--- src/rtl/core/led_strip_pattern_generator_macros.svh ---
// Assertion macros shared by the LED strip pattern generator RTL.
// No dependencies; included by the files that carry assertions.
`ifndef LED_STRIP_PATTERN_GENERATOR_MACROS_SVH
`define LED_STRIP_PATTERN_GENERATOR_MACROS_SVH

// Same-cycle implication, disabled while reset is asserted.
`define LSPG_ASSERT_IMPL(label, clk, rst_n, ante, cons, msg) \
	label: assert property (@(posedge clk) disable iff (!rst_n) (ante) |-> (cons)) \
		else $error(msg);

// Next-cycle implication, disabled while reset is asserted.
`define LSPG_ASSERT_NEXT(label, clk, rst_n, ante, cons, msg) \
	label: assert property (@(posedge clk) disable iff (!rst_n) (ante) |=> (cons)) \
		else $error(msg);

`endif

--- src/rtl/core/lspg_pkg.sv ---
// Package of the LED strip pattern generator: codes, types and the color wheel.
// No dependencies; used by lspg_div and led_strip_pattern_generator.
`timescale 1ns / 1ps
`default_nettype none

package lspg_pkg;

	// Mode register codes.
	localparam logic [2:0] MODE_OFF     = 3'd0;
	localparam logic [2:0] MODE_SOLID   = 3'd1;
	localparam logic [2:0] MODE_FLASH   = 3'd2;
	localparam logic [2:0] MODE_RAINBOW = 3'd3;
	localparam logic [2:0] MODE_CYCLE   = 3'd4;

	// Configuration register indexes.
	localparam logic [1:0] REG_MODE        = 2'd0;
	localparam logic [1:0] REG_SOLID_COLOR = 2'd1;
	localparam logic [1:0] REG_PIXEL_COUNT = 2'd2;

	// Divider of the rainbow cycle spacing: 256 / n, one quotient bit a step.
	localparam logic [8:0] DIVIDEND  = 9'd256;
	localparam logic [3:0] DIV_STEPS = 4'd9;

	// Color wheel segment bounds.
	localparam logic [7:0] WHEEL_SEG1 = 8'd85;
	localparam logic [7:0] WHEEL_SEG2 = 8'd170;
	localparam logic [7:0] FULL       = 8'd255;

	typedef enum logic [1:0] {
		ST_IDLE,
		ST_DIV,
		ST_EMIT
	} state_t;

	typedef struct packed {
		logic       done;
		logic [8:0] quot;
		logic [6:0] rem;
	} div_res_t;

	typedef struct packed {
		logic [7:0] r;
		logic [7:0] g;
		logic [7:0] b;
	} rgb_t;

	function automatic rgb_t wheel(input logic [7:0] pos);
		logic [7:0] q;
		logic [7:0] t3;
		rgb_t       c;
		q = FULL - pos;
		if (q < WHEEL_SEG1) begin
			t3 = 8'({1'b0, q} + {q, 1'b0});
			c.r = FULL - t3;
			c.g = '0;
			c.b = t3;
		end else if (q < WHEEL_SEG2) begin
			q = q - WHEEL_SEG1;
			t3 = 8'({1'b0, q} + {q, 1'b0});
			c.r = '0;
			c.g = t3;
			c.b = FULL - t3;
		end else begin
			q = q - WHEEL_SEG2;
			t3 = 8'({1'b0, q} + {q, 1'b0});
			c.r = t3;
			c.g = FULL - t3;
			c.b = '0;
		end
		return c;
	endfunction

endpackage

`default_nettype wire

--- src/rtl/core/lspg_div.sv ---
// Iterative restoring divider that computes 256 / n and its remainder.
// Depends on lspg_pkg.
`timescale 1ns / 1ps
`default_nettype none

module lspg_div (
	input  wire logic            clk,
	input  wire logic            arst_n,
	input  wire logic            start,
	input  wire logic [6:0]      divisor,
	output lspg_pkg::div_res_t   res
);
	import lspg_pkg::*;

	logic       busy_q;
	logic       done_q;
	logic [3:0] cnt_q;
	logic [8:0] dvd_q;
	logic [6:0] rem_q;
	logic [8:0] quot_q;
	logic [7:0] trial;
	logic [7:0] diff;
	logic       ge;

	// One partial remainder step per cycle.
	assign trial = {rem_q, dvd_q[8]};
	assign ge    = trial >= {1'b0, divisor};
	assign diff  = trial - {1'b0, divisor};

	always_ff @(posedge clk or negedge arst_n) begin
		if (!arst_n) begin
			busy_q <= 1'b0;
			done_q <= 1'b0;
			cnt_q  <= '0;
		end else begin
			done_q <= 1'b0;
			if (start) begin
				busy_q <= 1'b1;
				cnt_q  <= '0;
			end else if (busy_q) begin
				cnt_q <= cnt_q + 4'd1;
				if (cnt_q == DIV_STEPS - 4'd1) begin
					busy_q <= 1'b0;
					done_q <= 1'b1;
				end
			end
		end
	end

	always_ff @(posedge clk) begin
		if (start) begin
			dvd_q  <= DIVIDEND;
			rem_q  <= '0;
			quot_q <= '0;
		end else if (busy_q) begin
			dvd_q  <= {dvd_q[7:0], 1'b0};
			rem_q  <= ge ? diff[6:0] : trial[6:0];
			quot_q <= {quot_q[7:0], ge};
		end
	end

	assign res.done = done_q;
	assign res.quot = quot_q;
	assign res.rem  = rem_q;

endmodule

`default_nettype wire

--- src/rtl/core/led_strip_pattern_generator.sv ---
// Top level of the LED strip pattern generator: registers, frame sequencer and output stage.
// Depends on lspg_pkg, lspg_div and led_strip_pattern_generator_macros.svh.
//
//   Channel   Signals                                        Direction
//   ------    ---------------------------------------------  ---------
//   in        in_valid, in_ready, restart                    sink
//   out       out_valid, out_ready, pixel_index, red, green,
//             blue, white, last_pixel                        source
//   cfg       cfg_we, cfg_index, cfg_data                    sink, write only
//
// A frame transaction, where n is the clamped pixel count, accepts the request, runs the
// divider that works out the rainbow cycle spacing 256 / n, starts emitting and then
// sends one pixel per cycle while out_ready is high.
// Pixels leave through a single output register; a stall on out_ready holds the sequencer
// on the current pixel. in_ready is high only while no frame is in progress.
// Reset clears the registers to mode off, black, 64 pixels and animation step zero.
`timescale 1ns / 1ps
`default_nettype none
`include "led_strip_pattern_generator_macros.svh"

module led_strip_pattern_generator #(
	parameter int MAX_PIXELS = 64
) (
	input  wire logic        clk,
	input  wire logic        arst_n,
	input  wire logic        in_valid,
	output logic             in_ready,
	input  wire logic        restart,
	output logic             out_valid,
	input  wire logic        out_ready,
	output logic [5:0]       pixel_index,
	output logic [7:0]       red,
	output logic [7:0]       green,
	output logic [7:0]       blue,
	output logic [7:0]       white,
	output logic             last_pixel,
	input  wire logic        cfg_we,
	input  wire logic [1:0]  cfg_index,
	input  wire logic [31:0] cfg_data
);
	import lspg_pkg::*;

	localparam logic [6:0] MaxPix = 7'(MAX_PIXELS);

	// Configuration registers.
	logic [2:0]  mode_q;
	logic [31:0] solid_q;
	logic [6:0]  count_q;

	// Frame state.
	state_t      state_q;
	state_t      state_d;
	logic [7:0]  step_q;
	logic [5:0]  pix_q;
	logic [7:0]  pos_q;
	logic [6:0]  racc_q;

	// Output register.
	logic        out_valid_q;
	logic [5:0]  idx_q;
	logic [7:0]  red_q;
	logic [7:0]  green_q;
	logic [7:0]  blue_q;
	logic [7:0]  white_q;
	logic        last_q;

	logic        in_acc;
	logic        load;
	logic        last_load;
	logic [6:0]  n_eff;
	logic [6:0]  n_m1;
	div_res_t    div_res;
	logic [7:0]  rsum;
	logic        rge;
	logic [7:0]  wpos;
	rgb_t        wcol;
	logic [31:0] color;

	// A pixel count of zero draws one pixel; counts above the maximum are clipped.
	always_comb begin
		if (count_q == 7'd0) begin
			n_eff = 7'd1;
		end else if (count_q > MaxPix) begin
			n_eff = MaxPix;
		end else begin
			n_eff = count_q;
		end
	end
	assign n_m1 = n_eff - 7'd1;

	assign in_ready = (state_q == ST_IDLE);
	assign in_acc   = in_valid && in_ready;

	always_ff @(posedge clk or negedge arst_n) begin
		if (!arst_n) begin
			mode_q  <= MODE_OFF;
			solid_q <= '0;
			count_q <= 7'd64;
		end else if (cfg_we) begin
			case (cfg_index)
				REG_MODE:        mode_q  <= cfg_data[2:0];
				REG_SOLID_COLOR: solid_q <= cfg_data;
				REG_PIXEL_COUNT: count_q <= cfg_data[6:0];
				default:         ;
			endcase
		end
	end

	lspg_div u_div (
		.clk     (clk),
		.arst_n  (arst_n),
		.start   (in_acc),
		.divisor (n_eff),
		.res     (div_res)
	);

	// Sequencer: next state and the pixel load strobe.
	always_comb begin
		state_d   = state_q;
		load      = 1'b0;
		last_load = 1'b0;
		case (state_q)
			ST_IDLE: begin
				if (in_acc) begin
					state_d = ST_DIV;
				end
			end
			ST_DIV: begin
				if (div_res.done) begin
					state_d = ST_EMIT;
				end
			end
			ST_EMIT: begin
				load      = !out_valid_q || out_ready;
				last_load = load && ({1'b0, pix_q} == n_m1);
				if (last_load) begin
					state_d = ST_IDLE;
				end
			end
			default: state_d = ST_IDLE;
		endcase
	end

	always_ff @(posedge clk or negedge arst_n) begin
		if (!arst_n) begin
			state_q <= ST_IDLE;
		end else begin
			state_q <= state_d;
		end
	end

	// The step is cleared on a restart frame and advances once each frame.
	always_ff @(posedge clk or negedge arst_n) begin
		if (!arst_n) begin
			step_q <= '0;
		end else if (in_acc && restart) begin
			step_q <= '0;
		end else if (last_load) begin
			step_q <= step_q + 8'd1;
		end
	end

	// Rainbow cycle position floor(i * 256 / n) tracked as quotient plus remainder:
	// each pixel adds 256 / n and carries one more when the remainder sum reaches n.
	assign rsum = {1'b0, racc_q} + {1'b0, div_res.rem};
	assign rge  = rsum >= {1'b0, n_eff};

	always_ff @(posedge clk) begin
		if (div_res.done) begin
			pix_q  <= '0;
			pos_q  <= '0;
			racc_q <= '0;
		end else if (load) begin
			pix_q  <= pix_q + 6'd1;
			pos_q  <= pos_q + div_res.quot[7:0] + {7'd0, rge};
			racc_q <= rge ? 7'(rsum - {1'b0, n_eff}) : rsum[6:0];
		end
	end

	// Color of the current pixel.
	always_comb begin
		if (mode_q == MODE_CYCLE) begin
			wpos = pos_q + step_q;
		end else begin
			wpos = 8'({2'b0, pix_q} + step_q);
		end
		wcol = wheel(wpos);
		case (mode_q)
			MODE_SOLID:   color = solid_q;
			MODE_FLASH:   color = step_q[0] ? 32'd0 : solid_q;
			MODE_RAINBOW: color = {wcol.r, wcol.g, wcol.b, 8'd0};
			MODE_CYCLE:   color = {wcol.r, wcol.g, wcol.b, 8'd0};
			default:      color = 32'd0;
		endcase
	end

	always_ff @(posedge clk or negedge arst_n) begin
		if (!arst_n) begin
			out_valid_q <= 1'b0;
		end else if (load) begin
			out_valid_q <= 1'b1;
		end else if (out_ready) begin
			out_valid_q <= 1'b0;
		end
	end

	always_ff @(posedge clk) begin
		if (load) begin
			idx_q   <= pix_q;
			red_q   <= color[31:24];
			green_q <= color[23:16];
			blue_q  <= color[15:8];
			white_q <= color[7:0];
			last_q  <= last_load;
		end
	end

	assign out_valid   = out_valid_q;
	assign pixel_index = idx_q;
	assign red         = red_q;
	assign green       = green_q;
	assign blue        = blue_q;
	assign white       = white_q;
	assign last_pixel  = last_q;

	// The divider result must satisfy 256 = q * n + r with r below n.
	`LSPG_ASSERT_IMPL(a_div_exact, clk, arst_n, div_res.done, (({7'd0, div_res.quot} * {9'd0, n_eff} + {9'd0, div_res.rem}) == 16'd256) && (div_res.rem < n_eff), "divider result is wrong")
	// Loading the final pixel ends the frame.
	`LSPG_ASSERT_NEXT(a_last_idle, clk, arst_n, last_load, (state_q == ST_IDLE) && out_valid && last_pixel, "frame did not end on its last pixel")
	// A frame transaction starts from the cleared or the held step.
	`LSPG_ASSERT_NEXT(a_step_start, clk, arst_n, in_acc, step_q == ($past(restart) ? 8'd0 : $past(step_q)), "animation step wrong at frame start")

endmodule

`default_nettype wire

--- config.mk ---
export PLATFORM = sky130hd
export DESIGN_NAME = led_strip_pattern_generator
export DESIGN_NICKNAME = d
export VERILOG_FILES = /design/src/rtl/core/lspg_pkg.sv /design/src/rtl/core/lspg_div.sv /design/src/rtl/core/led_strip_pattern_generator.sv
export VERILOG_INCLUDE_DIRS = /design/src /design/src/rtl/core
export SDC_FILE = /design/constraint.sdc
export NUM_CORES = 1
export LEC_CHECK = 0
export BUFFER_PORTS_ARGS = -buffer_cell sky130_fd_sc_hd__buf_2
export CELL_PAD_IN_SITES_DETAIL_PLACEMENT = 1
export CELL_PAD_IN_SITES_GLOBAL_PLACEMENT = 1
export CORE_ASPECT_RATIO = 0.75
export CORE_MARGIN = 3
export CORE_UTILIZATION = 47
export DETAILED_ROUTE_END_ITERATION = 10
export PLACE_DENSITY = 0.81
export SETUP_SLACK_MARGIN = 0.4
export SLEW_MARGIN = 5
export SYNTH_ARGS = -nofsm -noshare
export SYNTH_HDL_FRONTEND = slang
export SYNTH_SLANG_ARGS = --single-unit
--- constraint.sdc ---
create_clock -name clk -period 6.9 [get_ports clk]
set_clock_uncertainty 0.2 [all_clocks]
set_input_delay 1.38 -clock clk [delete_from_list [all_inputs] [get_ports clk]]
set_output_delay 1.38 -clock clk [all_outputs]
set_load 0.005 [all_outputs]
[Word level (Yosys, flattened, before mapping)]
Index checks and enable logic that the tools add are counted.
Widths: inputs -> output; s select.
Storage, ports and cells
  register bits after elaboration: 135
  input bits: 40
  logic and storage cells: 102
Operators by class
  add/sub/neg operators: 20
  order comparisons: 5
  equality and inequality tests: 13
  mux-type cells: 27
  reductions and logical operators: 16
Operators with widths (number)
  $pmux 32 s3: 1
  $mux 24: 2
  $add 8x8->8: 5
  $mux 32: 1
  $sub 8x8->8 const A: 4
  $mux 7: 4
  $mux 8: 3
  $ge 8x7->1: 2
  $sub 7x7->7: 2
  $mux 1: 10
  $add 6x8->8: 1
  $add 7x7->8: 1
  $add 8x1->8: 1
  $add 8x1->8 const B: 1
  $lt 8x7->1 const B: 1
  $lt 8x8->1 const B: 1
  $mux 4: 2
  $sub 8x7->8 const B: 1
  $sub 8x8->8 const B: 1
  $eq 6x7->1: 1
  $gt 7x7->1 const B: 1
  $logic_not 7->1: 1
  $sub 7x1->7 const B: 1
  $add 6x1->6 const B: 1
  19 further kinds: 32

[Logic depth before layout (Yosys ltp)]
Gate-level depths: netlist (run 1).
  depth after elaboration: 9
  mapped depth: 22
  depth with buffers taken out: 22

[Hierarchy]
Synthesis (run 1) repeated with hierarchy kept, for this count alone.
Unflattened totals
  cell total of the unflattened synthesis: 874
  area total of the unflattened synthesis: 8664.6 um^2
Modules (own cells, without submodules)
  led_strip_pattern_generator: instances 1, cells each 711, area each 7216.9 um^2
  lspg_div: instances 1, cells each 163, area each 1447.6 um^2

[Worst setup path after synthesis (run 1)]
Ideal clock, no wire load.
  path kind: register -> register
  start: register count_q[2]
  end: register pos_q[7]
  setup time: 0.128 ns
  arrival time: 4.873 ns
  required time: 6.572 ns
  slack: 1.700 ns
  stages on the path, launching flop included: 23
  buffers on the path: 0
  period minus slack after synthesis: 5.200 ns
  path through: dfrtp_1 > nor4_1 > a21oi_1 > nor2_1 > ha_1 > inv_1 > fa_1 > a21o_1 > a21oi_1 > o21bai_1 > a21oi_1 > o21ai_0 > a221oi_4 > inv_1 > fa_1 > a21o_1 > a21oi_1 > o21bai_1 > a2111o_1 > nand3_1 > nor3b_1 > xnor2_1 > nor2_1
On the way
  longest elaborated chain between the ends: 5
  elaborated cells between the ends (all ways): 6
RTL lines
  start: declaration: line led_strip_pattern_generator.sv:48  | logic [6:0] count_q;
  start signal: assignment: line led_strip_pattern_generator.sv:103  | REG_PIXEL_COUNT: count_q <= cfg_data[6:0];
  $gt 7x7->1: line led_strip_pattern_generator.sv:83  | end else if (count_q > MaxPix) begin
  $mux 7: line led_strip_pattern_generator.sv:83
  $mux 7 *: line led_strip_pattern_generator.sv:81  | if (count_q == 7'd0) begin
  $ge 8x7->1 *: line led_strip_pattern_generator.sv:166  | assign rge = rsum >= {1'b0, n_eff};
  $add 8x1->8 *: line led_strip_pattern_generator.sv:175  | pos_q <= pos_q + div_res.quot[7:0] + {7'd0, rge};
  end signal: assignment: line led_strip_pattern_generator.sv:175
  end: declaration: line led_strip_pattern_generator.sv:55  | logic [7:0] pos_q;
Mark *: on every way between the ends. The rest lies on a longest branch, timed or not.
A chain may end at the register's enable or synchronous reset.

[Worst setup path in the final report (run 1)]
  start: register mode_q[0]
  end: register green_q[7] (netlist: green[7]), data pin
On the way
  longest elaborated chain between the ends: 9
  elaborated cells between the ends (all ways): 17
RTL lines
  start: declaration: line led_strip_pattern_generator.sv:46  | logic [2:0] mode_q;
  start signal: assignment: line led_strip_pattern_generator.sv:101  | REG_MODE: mode_q <= cfg_data[2:0];
  $eq 3x3->1: line led_strip_pattern_generator.sv:182, led_strip_pattern_generator.sv:188
  $mux 8: line led_strip_pattern_generator.sv:182  | if (mode_q == MODE_CYCLE) begin
  $sub 8x8->8: line lspg_pkg.sv:51  | q = FULL - pos;
  $sub 8x8->8: line lspg_pkg.sv:64  | q = q - WHEEL_SEG2;
  $add 8x8->8: line lspg_pkg.sv:65  | t3 = 8'({1'b0, q} + {q, 1'b0});
  $sub 8x8->8: line lspg_pkg.sv:67  | c.g = FULL - t3;
  $mux 24: line lspg_pkg.sv:57  | end else if (q < WHEEL_SEG2) begin
  $mux 24: line lspg_pkg.sv:52  | if (q < WHEEL_SEG1) begin
  $pmux 32 s3 *: line led_strip_pattern_generator.sv:188  | case (mode_q)
  named net color[23]: line led_strip_pattern_generator.sv:77  | logic [31:0] color;
  end signal: assignment: line led_strip_pattern_generator.sv:211  | green_q <= color[23:16];
  end: declaration: line led_strip_pattern_generator.sv:62  | logic [7:0] green_q;
The timed path passes the listed nets; every way through them passes the cells marked *.

==> key figures, run 1 <==
Status
  – Outcome: completed

Clocking
  – Sink Count: 135
  – CTS max path bufs: 2
  – Clock tree from TritonCTS: built
  – Clk pin slew, worst setup/hold paths: 0.07 ns
  – CTS HTree Levels: 4
  – Num CTS Buffers: 17
  – CTS root buf: clkbuf_16
  – Worst skew pair latency: approximately 0.44 ns

Critical path
  – Reg-to-Reg Start: mode_q[0]$_DFFE_PN0P_
  – Type of the worst setup path: register to register
  – Largest stage delay on the critical path: 0.86 ns
  – WP data required: 6.87 ns
  – Buf/Inv on CP: 1
  – Crit path max fanout: 14
  – Startpoint class of the critical path: register
  – Setup crit start: mode_q[0]$_DFFE_PN0P_
  – Worst path top cell family by delay: XOR/XNOR gates
  – Reg2Reg Depth: 16
  – Critical path depth: 16
  – Crit end category: register
  – Critical-path cell list: nor3b_2 > mux2_2 > ha_1 > inv_1 > fa_1 > nand2b_1 > a21oi_1 > xor2_1 > o21ai_0 > xnor2_1 > ha_1 > nand2_1 > o21ai_0 > xnor3_1 > mux2_2 > o211ai_2
  – Slowest cell on crit path: xor2_1
  – Crit path DAT: 5.78 ns

Logic synthesis
  – Ys flop type: dfrtp_1
  – Area share of the largest cell type after synthesis: ~17%
  – Number of library cell types mapped by synthesis: 74
  – Sequential fraction of the synthesis area: 40.7%
  – EDFF count, synth: 39
  – Synth top area cells: dfrtp_1 17%, edfxtp_1 14%, ha_1 9.5%
  – Post-Syn Area per Cell: 10.2 µm²
  – Synthesized flop and latch total: approximately 140
  – Synth Cell Area: 0.00833 mm²
  – Warnings, synthesis: 0
  – Gate Count Post-Synth: around 820
  – Asr flop ratio synth: 43.7%
  – Synthesized net count: between 900 and 1,000
  – Yosys top cell by area: dfrtp_1

Routing
  – First-iteration detailed-routing DRC count: 450
  – Routed Antenna Nets: 0
  – DR vias: about 6,400
  – Drt drc: 0
  – Pre-antenna DRT Iters: 5
  – Drt wl/cell: 19.6 µm
  – Aggregate routed wire length: about 23,000 µm
  – Vias per Instance: approximately 5.6

Global routing
  – Gr busiest metal: met2
  – First-pass GRT wire length: between 30,000 and 40,000 µm
  – Routing usage on met1: between 30% and 40%
  – Overflow after GRT: 0
  – Gr usage total: 24.1%
  – Initial antenna violation count: 0
  – Largest net degree at the start of global routing: 60
  – Met2 Use GR: 38.7%
  – Vias in the first global route: 6,808
  – M3 GR Usage: between 5 and 6%

Hold path
  – Min-delay worst type: register to register
  – Hold path depth: 2
  – Min-Delay Startpoint: pos_q[5]$_SDFFE_PP0P_

STA
  – Final hold vios: 0
  – Final worst setup slack: 1.08 ns
  – RSZ-0062 raised after global routing: false
  – Fin. max-slew vios: 0
  – Final period util: 84.3%
  – Worst Tran Pin Value: 1.15 ns
  – Setup-failing EPs final: 0
  – Slew margin rel.: 23.3%
  – Total negative setup slack: 0 ns
  – Highest Clock Rate: around 0.17 GHz
  – Post-layout min period: about 5.8 ns

Floorplanning
  – Die ar.: 0.0194 mm²
  – Rows: 41
  – Ports: 81
  – Chip width: 160 µm
  – Core box area: 0.0171 mm²
  – Die H: 121 µm
  – Starting Density: 48.8%

Finish
  – Share of post-route cells with drive strength above 1: around a fifth
  – Post-Layout Cell Count: 1,150
  – Area Growth Syn to Fin: 15.1%
  – Antenna Cells: 0
  – Nets: between 1,000 and 1,500

Placement
  – Routability Congestion: 0.828
  – Port Buffer Count: 80
  – Cell total after placement: 1,115
  – Place WS: between 0.9 and 1 ns
  – DP HPWL: 16,400 µm

Pwr
  – VDD IR-drop max: 250 µV
  – Lkg Pwr: 4.24 nW
  – P per Cell Area: 516 mW/mm²

Job
  – Max-cap viol count: 0
==> metrics by stage <==
| stage | hold WS [ns] | utilization (%) | power, W | area [µm²] |
|---|---|---|---|---|
| detailed placement | 0.289 | 52.6 | 0.00391 | 8980 |
| finish | 0.291 | 56.1 | 0.00495 | 9590 |
| CTS | 0.297 | 56.0 | 0.00489 | 9560 |
| global placement | 0.275 | 52.6 | 0.00379 | 8980 |
| global route | 0.322 | 56.1 | 0.00537 | 9590 |
| floorplan | 0.203 | - | 0.00328 | 8330 |
==> tightest hold or removal path: stages (launching register included) <==
cell and delay [ns]:
dfxtp_1 0.33, nand2_1 0.06, a21oi_1 0.05
==> routing by layer <==
layer / up-vias / part of all wire [%]
li1: 3084 / -
met1: 3191 / 48
met2: 112 / 46
met3: 26 / 4.6
met4: 0 / 1.1
met5: - / 0
==> area by class of cell <==
| cell class | instances | area, µm² |
|---|---|---|
| inverters | 50 | 190 |
| fillers | 1886 | 7490 |
| clock inverters | 15 | 156 |
| well taps | 236 | 295 |
| multi-input cells | 607 | 4660 |
| flip-flops and latches | 135 | 3390 |
| clock buffers | 17 | 425 |
| repair buffers | 90 | 475 |
==> registers in the layout, indices dropped and copies added (netlist names), 3 cells and up <==
signal / flops
blue: 8
count_q: 7
green: 8
mode_q: 3
pix_q: 6
pixel_index: 6
pos_q: 8
racc_q: 7
red: 8
solid_q: 32
step_q: 8
u_div.cnt_q: 4
u_div.quot_q: 8
u_div.rem_q: 7
white: 8
==> timing repair <==
action                     in CTS  in global routing
hold buffers                    0                  0
setup endpoints to repair       0                  1
buffers inserted                0                  3
resized for setup               0                  1
==> path summary, 6_finish.rpt <==
kind                                           end  slack, ns
max                             green[7]$_DFFE_PP_       1.08
min                          pos_q[5]$_SDFFE_PP0P_       0.29
max reg2reg                     green[7]$_DFFE_PP_       1.08
min reg2reg                  pos_q[5]$_SDFFE_PP0P_       0.29
max in group asynchronous    out_valid$_DFFE_PN0P_       4.99
min in group asynchronous  solid_q[10]$_DFFE_PN0P_       0.93
==> synthesized netlist by cell type, types with 3 or more instances <==
cell type / number
nor3b_1: 4
and2_1: 11
or2_2: 4
nor2b_1: 6
clkbuf_1: 14
or3_1: 4
dfxtp_1: 37
ha_1: 63
xnor2_1: 41
fa_1: 8
mux2_2: 49
edfxtp_1: 39
and3_1: 3
a22o_1: 6
a21oi_1: 59
nand2b_1: 10
nor2_1: 65
nand2_1: 69
inv_1: 47
nor3_1: 8
a211oi_1: 14
o21ai_0: 34
a21o_1: 16
o311ai_0: 4
xor2_1: 19
o21bai_1: 11
buf_1: 6
nand3_1: 9
dfrtp_1: 58
nand4_1: 8
or4_1: 3
mux2i_1: 32
a32o_1: 4
==> cell usage in the layout (no fill, tap or decap), types with 11 or more instances in the layout <==
master / instances
a211oi_1: 14
inv_1: 47
o21bai_1: 11
xor2_1: 19
o21ai_0: 34
nand2_1: 69
and2_1: 11
mux2_2: 49
dfrtp_1: 58
ha_1: 63
clkbuf_16: 17
nor2_1: 64
dfxtp_1: 37
mux2i_1: 32
a21o_1: 16
a21oi_1: 59
edfxtp_1: 39
xnor2_1: 41
buf_2: 80
==> report_power, final <==
| group | internal [W] | total, W | switching, W |
|---|---|---|---|
| sequential | 0.00102 | 0.00122 | 0.000204 |
| combinational | 0.00126 | 0.00281 | 0.00154 |
| clock | 0.000511 | 0.000918 | 0.000407 |
==> kinds of logic after synthesis <==
| family | after synthesis | synth area share, % |
|---|---|---|
| flip-flops | 135 | 40.7 |
| multiplexers | 81 | 10.5 |
| buffers and inverters | 74 | 3.53 |
| XOR/XNOR | 63 | 7.10 |
| AO/OA/AOI/OAI | 178 | 14.6 |
| AND/OR/NAND/NOR | 214 | 12.2 |
| adder cells (fa/ha/maj) | 71 | 11.4 |
No activity file was read; power rests on OpenSTA's default activity.
==> run 2, diff against run 1 <==
--- a/config.mk
+++ b/config.mk
@@ -6,12 +6,13 @@
 export SDC_FILE = /design/constraint.sdc
 export NUM_CORES = 1
 export LEC_CHECK = 0
+export ABC_AREA = 1
 export BUFFER_PORTS_ARGS = -buffer_cell sky130_fd_sc_hd__buf_2
 export CELL_PAD_IN_SITES_DETAIL_PLACEMENT = 1
 export CELL_PAD_IN_SITES_GLOBAL_PLACEMENT = 1
 export CORE_ASPECT_RATIO = 0.75
 export CORE_MARGIN = 3
-export CORE_UTILIZATION = 47
+export CORE_UTILIZATION = 45
 export DETAILED_ROUTE_END_ITERATION = 10
 export PLACE_DENSITY = 0.81
 export SETUP_SLACK_MARGIN = 0.4
==> constraint.sdc (replaced) <==
create_clock -name clk -period 5.4 [get_ports clk]
set_clock_uncertainty 0.2 [all_clocks]
set_input_delay 1.08 -clock clk [delete_from_list [all_inputs] [get_ports clk]]
set_output_delay 1.08 -clock clk [all_outputs]
set_load 0.005 [all_outputs]
==> key figures, run 2 <==
STA
  – Setup-failing EPs final: 0
  – Total negative setup slack: 0 ns
  – Post-layout min period: 4.75 ns
  – Highest Clock Rate: 0.210 GHz
  – Slew margin rel.: 37.1%
  – Fin. max-slew vios: 0
  – Final period util: 88.0%
  – Final hold vios: 0
  – Final worst setup slack: 0.649 ns
  – Worst Tran Pin Value: 0.940 ns
  – RSZ-0062 raised after global routing: false

Clocking
  – Sink Count: 135
  – Worst skew pair latency: 0.44 ns
  – CTS max path bufs: 2
  – CTS HTree Levels: 4
  – Clock tree from TritonCTS: built
  – Clk pin slew, worst setup/hold paths: 0.07 ns
  – Num CTS Buffers: 17
  – CTS root buf: clkbuf_16

Logic synthesis
  – Synthesized net count: 1,168
  – Top cells by count, synth: 261 x nand2_1, 131 x inv_1, 83 x nand3_1
  – Gate Count Post-Synth: between 1,000 and 1,500
  – Asr flop ratio synth: 43.7%
  – EDFF count, synth: 39
  – Synth top area cells: dfrtp_1 17%, edfxtp_1 14%, nand2_1 11%
  – Number of library cell types mapped by synthesis: 51
  – Top-count cell post-synth: nand2_1
  – Synth Cell Area: 0.00859 mm²
  – Warnings, synthesis: 0
  – Sequential fraction of the synthesis area: around two fifths
  – Synthesized flop and latch total: 135
  – Area share of the largest cell type after synthesis: roughly 17%
  – Post-Syn Area per Cell: between 8 and 9 µm²
  – Yosys top cell by area: dfrtp_1
  – Ys flop type: dfrtp_1

Routing
  – First-iteration detailed-routing DRC count: 574
  – DR vias: slightly below 8,000
  – Aggregate routed wire length: 27,600 µm
  – Drt drc: 0
  – Pre-antenna DRT Iters: 5
  – Routed Antenna Nets: 0
  – Drt wl/cell: between 15 and 20 µm
  – Vias per Instance: 5.53

Floorplanning
  – Die H: 126 µm
  – Rows: 43
  – Die ar.: around 0.021 mm²
  – Core box area: 0.0186 mm²
  – Ports: 81
  – Chip width: 166 µm
  – Starting Density: between 40 and 50%

Global routing
  – Largest net degree at the start of global routing: 55
  – Gr usage total: 27.1%
  – Overflow after GRT: 0
  – Vias in the first global route: 8,008
  – Initial antenna violation count: 0
  – First-pass GRT wire length: 43,700 µm

Finish
  – Antenna Cells: 0
  – Nets: between 1,000 and 1,500
  – Commonest non-fill, non-tap cells in the layout: 259 x nand2_1, 128 x inv_1, 81 x nand3_1
  – Final Cell Area: 0.0100 mm²
  – Number of flip-flops in the largest register: 32
  – Most common cell after layout, fill and taps aside: nand2_1
  – Reg with most FFs: solid_q
  – Share of post-route cells with drive strength above 1: roughly a fifth
  – Area Growth Syn to Fin: 16.5%
  – Final core occ: between 50% and 60%

Critical path
  – Crit end category: register
  – WP data required: 5.38 ns
  – Crit path DAT: 4.73 ns
  – Startpoint class of the critical path: register
  – Slowest cell on crit path: dfrtp_1
  – Type of the worst setup path: register to register
  – Critical-path cell list: nor2_4 > nand2_4 > mux2_2 > ha_2 > inv_1 > fa_2 > inv_2 > nand2_2 > nand2_4 > clkinvlp_4 > ha_1 > a21oi_2 > xor2_1 > ha_1 > a21oi_1 > o21ai_0 > a31oi_1 > inv_1 > buf_4 > nand2_1 > nand3_1 > nand2_1 > o21ai_1
  – Largest stage delay on the critical path: 0.43 ns
  – Crit path max fanout: 13

Status
  – Outcome: completed

Pwr
  – VDD IR-drop max: 223 µV
  – P per Cell Area: 534 mW/mm²
  – Lkg Pwr: 4.93 nW

Placement
  – Port Buffer Count: 80
  – DP HPWL: 20,200 µm
  – Routability Congestion: about 0.9
  – Placed cell areas: 0.00925 mm²
  – Place WS: 0.156 ns

Job
  – Max-cap viol count: 0

Hold path
  – Min-delay worst type: register to register
run 2: changes by cell type after synthesis, moves of 16 or more:
cell     previous run  this run
nand2_1            69       261
o21ai_0            34        66
a21o_1             16         0
mux2i_1            32         0
mux2_2             49        25
xnor2_1            41        20
nand3_1             9        83
inv_1              47       131
run 2: final cells by class:
class | instances | area (µm²)
fill | 2296 | 8610
clock inverter | 15 | 161
multi-input combinational | 762 | 4640
inverter | 140 | 529
timing repair buffer | 100 | 551
sequential | 135 | 3390
tap | 247 | 309
clock buffer | 17 | 425
run 2: cells by family after synthesis:
logic type,count (synthesis),share of synthesized area (%)
AO/OA/AOI/OAI,166,10.9
multiplexers,25,3.28
AND/OR/NAND/NOR,459,23.8
flip-flops,135,39.4
XOR/XNOR,41,4.27
adder cells (fa/ha/maj),71,11.0
buffers and inverters,160,7.28
run 2: layer usage:
metal | share of wire (%) | vias to the layer above | global-route usage [%]
met4 | 1.3 | 0 | 6.50
met1 | 49 | 3860 | 40.9
li1 | - | 3707 | -
met3 | 7.2 | 30 | 6.02
met5 | 0 | - | 0
met2 | 43 | 239 | 39.6
run 2: path summary, 6_finish.rpt:
kind,slack [ns],cells after the start,from,end
max,0.65,23,mode_q[1]$_DFFE_PN0P_,green[7]$_DFFE_PP_
min,0.28,2,racc_q[0]$_SDFFE_PP0P_,racc_q[0]$_SDFFE_PP0P_
max reg2reg,0.65,23,mode_q[1]$_DFFE_PN0P_,green[7]$_DFFE_PP_
min reg2reg,0.28,2,racc_q[0]$_SDFFE_PP0P_,racc_q[0]$_SDFFE_PP0P_
max in group asynchronous,3.60,2,arst_n,count_q[6]$_DFFE_PN1P_
min in group asynchronous,0.44,1,arst_n,solid_q[18]$_DFFE_PN0P_
run 2: critical path: cells and delay by family (launching register included):
kind | cells | cell delay (ns)
buf+inv | 5 | 0.59
compound gates | 5 | 0.93
fa+ha+maj | 4 | 1.11
flops | 1 | 0.43
mux | 1 | 0.26
simple gates | 7 | 0.70
xor+xnor | 1 | 0.27
run 2: what timing repair did:
item,CTS,global route
hold buffers,0,0
pin swaps,0,6
cloned,0,0
resized for setup,5,12
buffers inserted,0,15
setup endpoints to repair,7,10
run 2: power by group:
group | switching, W | internal [W] | leakage, nW
clock | 0.000537 | 0.000654 | 0.289
combinational | 0.00166 | 0.00101 | 3.25
sequential | 0.000202 | 0.00128 | 1.39
total | 0.00240 | 0.00294 | 4.93
run 2: metrics by stage:
stage	total power [W]	std cells	hold WS (ns)
2_1_floorplan	0.00328	1057	0.230
3_3_place_gp	0.00384	1369	0.256
3_5_place_dp	0.00396	1369	0.263
4_1_cts	0.00520	1401	0.281
5_1_grt	0.00578	1416	0.292
6_report	0.00534	1416	0.280
==> run 3, diff against run 2 <==
--- a/config.mk
+++ b/config.mk
@@ -6,13 +6,12 @@
 export SDC_FILE = /design/constraint.sdc
 export NUM_CORES = 1
 export LEC_CHECK = 0
-export ABC_AREA = 1
 export BUFFER_PORTS_ARGS = -buffer_cell sky130_fd_sc_hd__buf_2
 export CELL_PAD_IN_SITES_DETAIL_PLACEMENT = 1
 export CELL_PAD_IN_SITES_GLOBAL_PLACEMENT = 1
 export CORE_ASPECT_RATIO = 0.75
 export CORE_MARGIN = 3
-export CORE_UTILIZATION = 45
+export CORE_UTILIZATION = 47
 export DETAILED_ROUTE_END_ITERATION = 10
 export PLACE_DENSITY = 0.81
 export SETUP_SLACK_MARGIN = 0.4
==> key figures, run 3 (synthesis results as in run 1) <==
Status
  – Outcome: completed

Critical path
  – Crit end category: register
  – Crit path max fanout: 7
  – Startpoint class of the critical path: register
  – Reg-to-Reg Start: mode_q[0]$_DFFE_PN0P_
  – WP data required: 5.38 ns
  – Crit path DAT: 4.83 ns
  – Type of the worst setup path: register to register
  – Reg2Reg Depth: 18
  – Worst reg2reg path endpoint: green[7]$_DFFE_PP_
  – Worst reg-to-reg setup slack: 0.55 ns

Global routing
  – Vias in the first global route: 6,920
  – Gr usage total: 24.8%
  – Largest net degree at the start of global routing: 60
  – Initial antenna violation count: 1
  – Overflow after GRT: 0
  – First-pass GRT wire length: around 38,000 µm

Floorplanning
  – Die ar.: slightly below 0.02 mm²
  – Rows: a little over 40
  – Starting Density: 48.8%
  – Core box area: 0.0171 mm²
  – Die H: 121 µm
  – Chip width: 160 µm
  – Ports: 81

STA
  – RSZ-0062 raised after global routing: false
  – Slew margin rel.: 28.5%
  – Total negative setup slack: 0 ns
  – Post-layout min period: a little under 5 ns
  – Highest Clock Rate: 0.206 GHz
  – Worst Tran Pin Value: 1.07 ns
  – Fin. max-slew vios: 0
  – Setup-failing EPs final: 0
  – Final period util: 89.8%
  – Final hold vios: 0

Routing
  – Routed Antenna Nets: 0
  – DR vias: 6,591
  – First-iteration detailed-routing DRC count: 402
  – Pre-antenna DRT Iters: 8
  – Drt drc: 0
  – Drt wl/cell: slightly above 20 µm
  – Vias per Instance: about 5.7
  – Aggregate routed wire length: 23,600 µm

Hold path
  – Min-Delay Startpoint: pos_q[4]$_SDFFE_PP0P_
  – Hold path depth: 2
  – Worst hold path endpoint: pos_q[4]$_SDFFE_PP0P_
  – Min-delay worst type: register to register

Finish
  – Most common cell after layout, fill and taps aside: buf_2
  – Antenna Cells: 0
  – Fill cells: ~1,900
  – Nets: 1,025
  – Share of post-route cells with drive strength above 1: approximately a quarter
  – Area Growth Syn to Fin: 17.7%
  – Post-Layout Cell Count: 1,163
  – Number of flip-flops in the largest register: 32
  – Commonest non-fill, non-tap cells in the layout: 80 x buf_2, 69 x nand2_1, 61 x nor2_1
  – Final Cell Area: 0.00980 mm²
  – Seq. cell area: approximately 0.0034 mm²
  – Multi-input combinational cell area: 0.00478 mm²
  – Reg with most FFs: solid_q

Pwr
  – Gate power share: about three fifths
  – Internal Power: roughly 0.0036 W
  – Lkg Pwr: 4.30 nW
  – Switch share: 44.6%
  – Clock share of power: between 15 and 20%
  – NetSw: 0.00289 W
  – P per Cell Area: 662 mW/mm²
  – Total power: 0.00649 W
  – Seq pwr share: 24.3%
  – VDD IR-drop max: 399 µV

Clocking
  – # hold bufs at CTS: 0
  – CTS root buf: clkbuf_16
  – Clock tree from TritonCTS: built
  – CTS max path bufs: 2
  – Sink Count: ~140
  – Clk pin slew, worst setup/hold paths: 0.06 ns
  – CTS HTree Levels: 4
  – Worst skew pair latency: 0.44 ns
  – Num CTS Buffers: 17

Placement
  – Cell total after placement: between 1,000 and 1,500
  – Routability Congestion: 0.864
  – Placed cell areas: 0.00906 mm²
  – Port Buffer Count: 80
  – DP HPWL: 16,600 µm

Job
  – Max-cap viol count: 0
[run 3: changes by cell type in the layout (fill, tap and decap cells not counted), moves of 16 or more]
cell	delta
xnor2_1	+20
mux2_2	+24
nand2_1	-190
a21o_1	+16
inv_1	-83
o21ai_0	-35
nand3_1	-72
mux2i_1	+32
[run 3: metrics by stage]
step	hold slack [ns]	worst slack [ns]	utilization (%)
2_1_floorplan	0.203	0.392	-
3_3_place_gp	0.273	0.330	53.0
3_5_place_dp	0.273	0.127	53.0
4_1_cts	0.297	0.436	56.7
5_1_grt	0.316	0.317	57.4
6_report	0.288	0.551	57.4
[run 3: worst max path at each step]
stage	startpoint	endpoint	slack [ns]	cells past startpoint
after floorplan	count_q[5]$_DFFE_PN0P_	pos_q[7]$_SDFFE_PP0P_	0.39	22
after global placement	count_q[5]$_DFFE_PN0P_	pos_q[7]$_SDFFE_PP0P_	0.33	22
after detailed placement	count_q[5]$_DFFE_PN0P_	pos_q[7]$_SDFFE_PP0P_	0.13	22
after CTS	mode_q[0]$_DFFE_PN0P_	green[7]$_DFFE_PP_	0.44	18
after global routing	mode_q[0]$_DFFE_PN0P_	green[7]$_DFFE_PP_	0.32	19
final	mode_q[0]$_DFFE_PN0P_	green[7]$_DFFE_PP_	0.55	18
[run 3: timing repair]
action                     CTS  global route
resized for setup           11            25
pin swaps                    2             9
setup endpoints to repair    4             8
setup buffers                2             5
[run 3: layout make-up]
cell class | instances | area share [%]
well taps | 236 | 3.01
clock inverters | 15 | 1.38
clock buffers | 17 | 4.34
repair buffers | 103 | 5.88
inverters | 50 | 1.94
flip-flops and latches | 135 | 34.6
multi-input cells | 607 | 48.8
[run 3: power by group through the flow]
stage,combinational (W),clock (W),sequential [W]
6_report,0.00377,0.00114,0.00158
5_1_grt,0.00416,0.00120,0.00161
3_3_place_gp,0.00334,0,0.00157
2_1_floorplan,0.00274,0,0.00146
4_1_cts,0.00362,0.00115,0.00157
3_5_place_dp,0.00346,0,0.00158
[run 3: critical path: stages (launching register included)]
cell and delay [ns]:
dfrtp_2 0.45, nor3b_4 0.24, mux2_2 0.36, ha_1 0.22, inv_1 0.09, fa_2 0.52
inv_2 0.16, ha_2 0.28, nand2b_1 0.14, and3_2 0.25, o21ai_2 0.09, xnor2_1 0.15
ha_1 0.35, a21oi_1 0.19, o21ai_1 0.10, xor2_1 0.25, xnor2_2 0.17, mux2i_1 0.27
o211ai_2 0.09
[run 3: layer usage]
layer	wire [µm]	vias up	track usage, %
met5	10	-	0
met4	309	2	7.05
met3	1130	30	5.94
met2	10900	140	39.5
met1	11300	3315	33.9
li1	-	3104	-
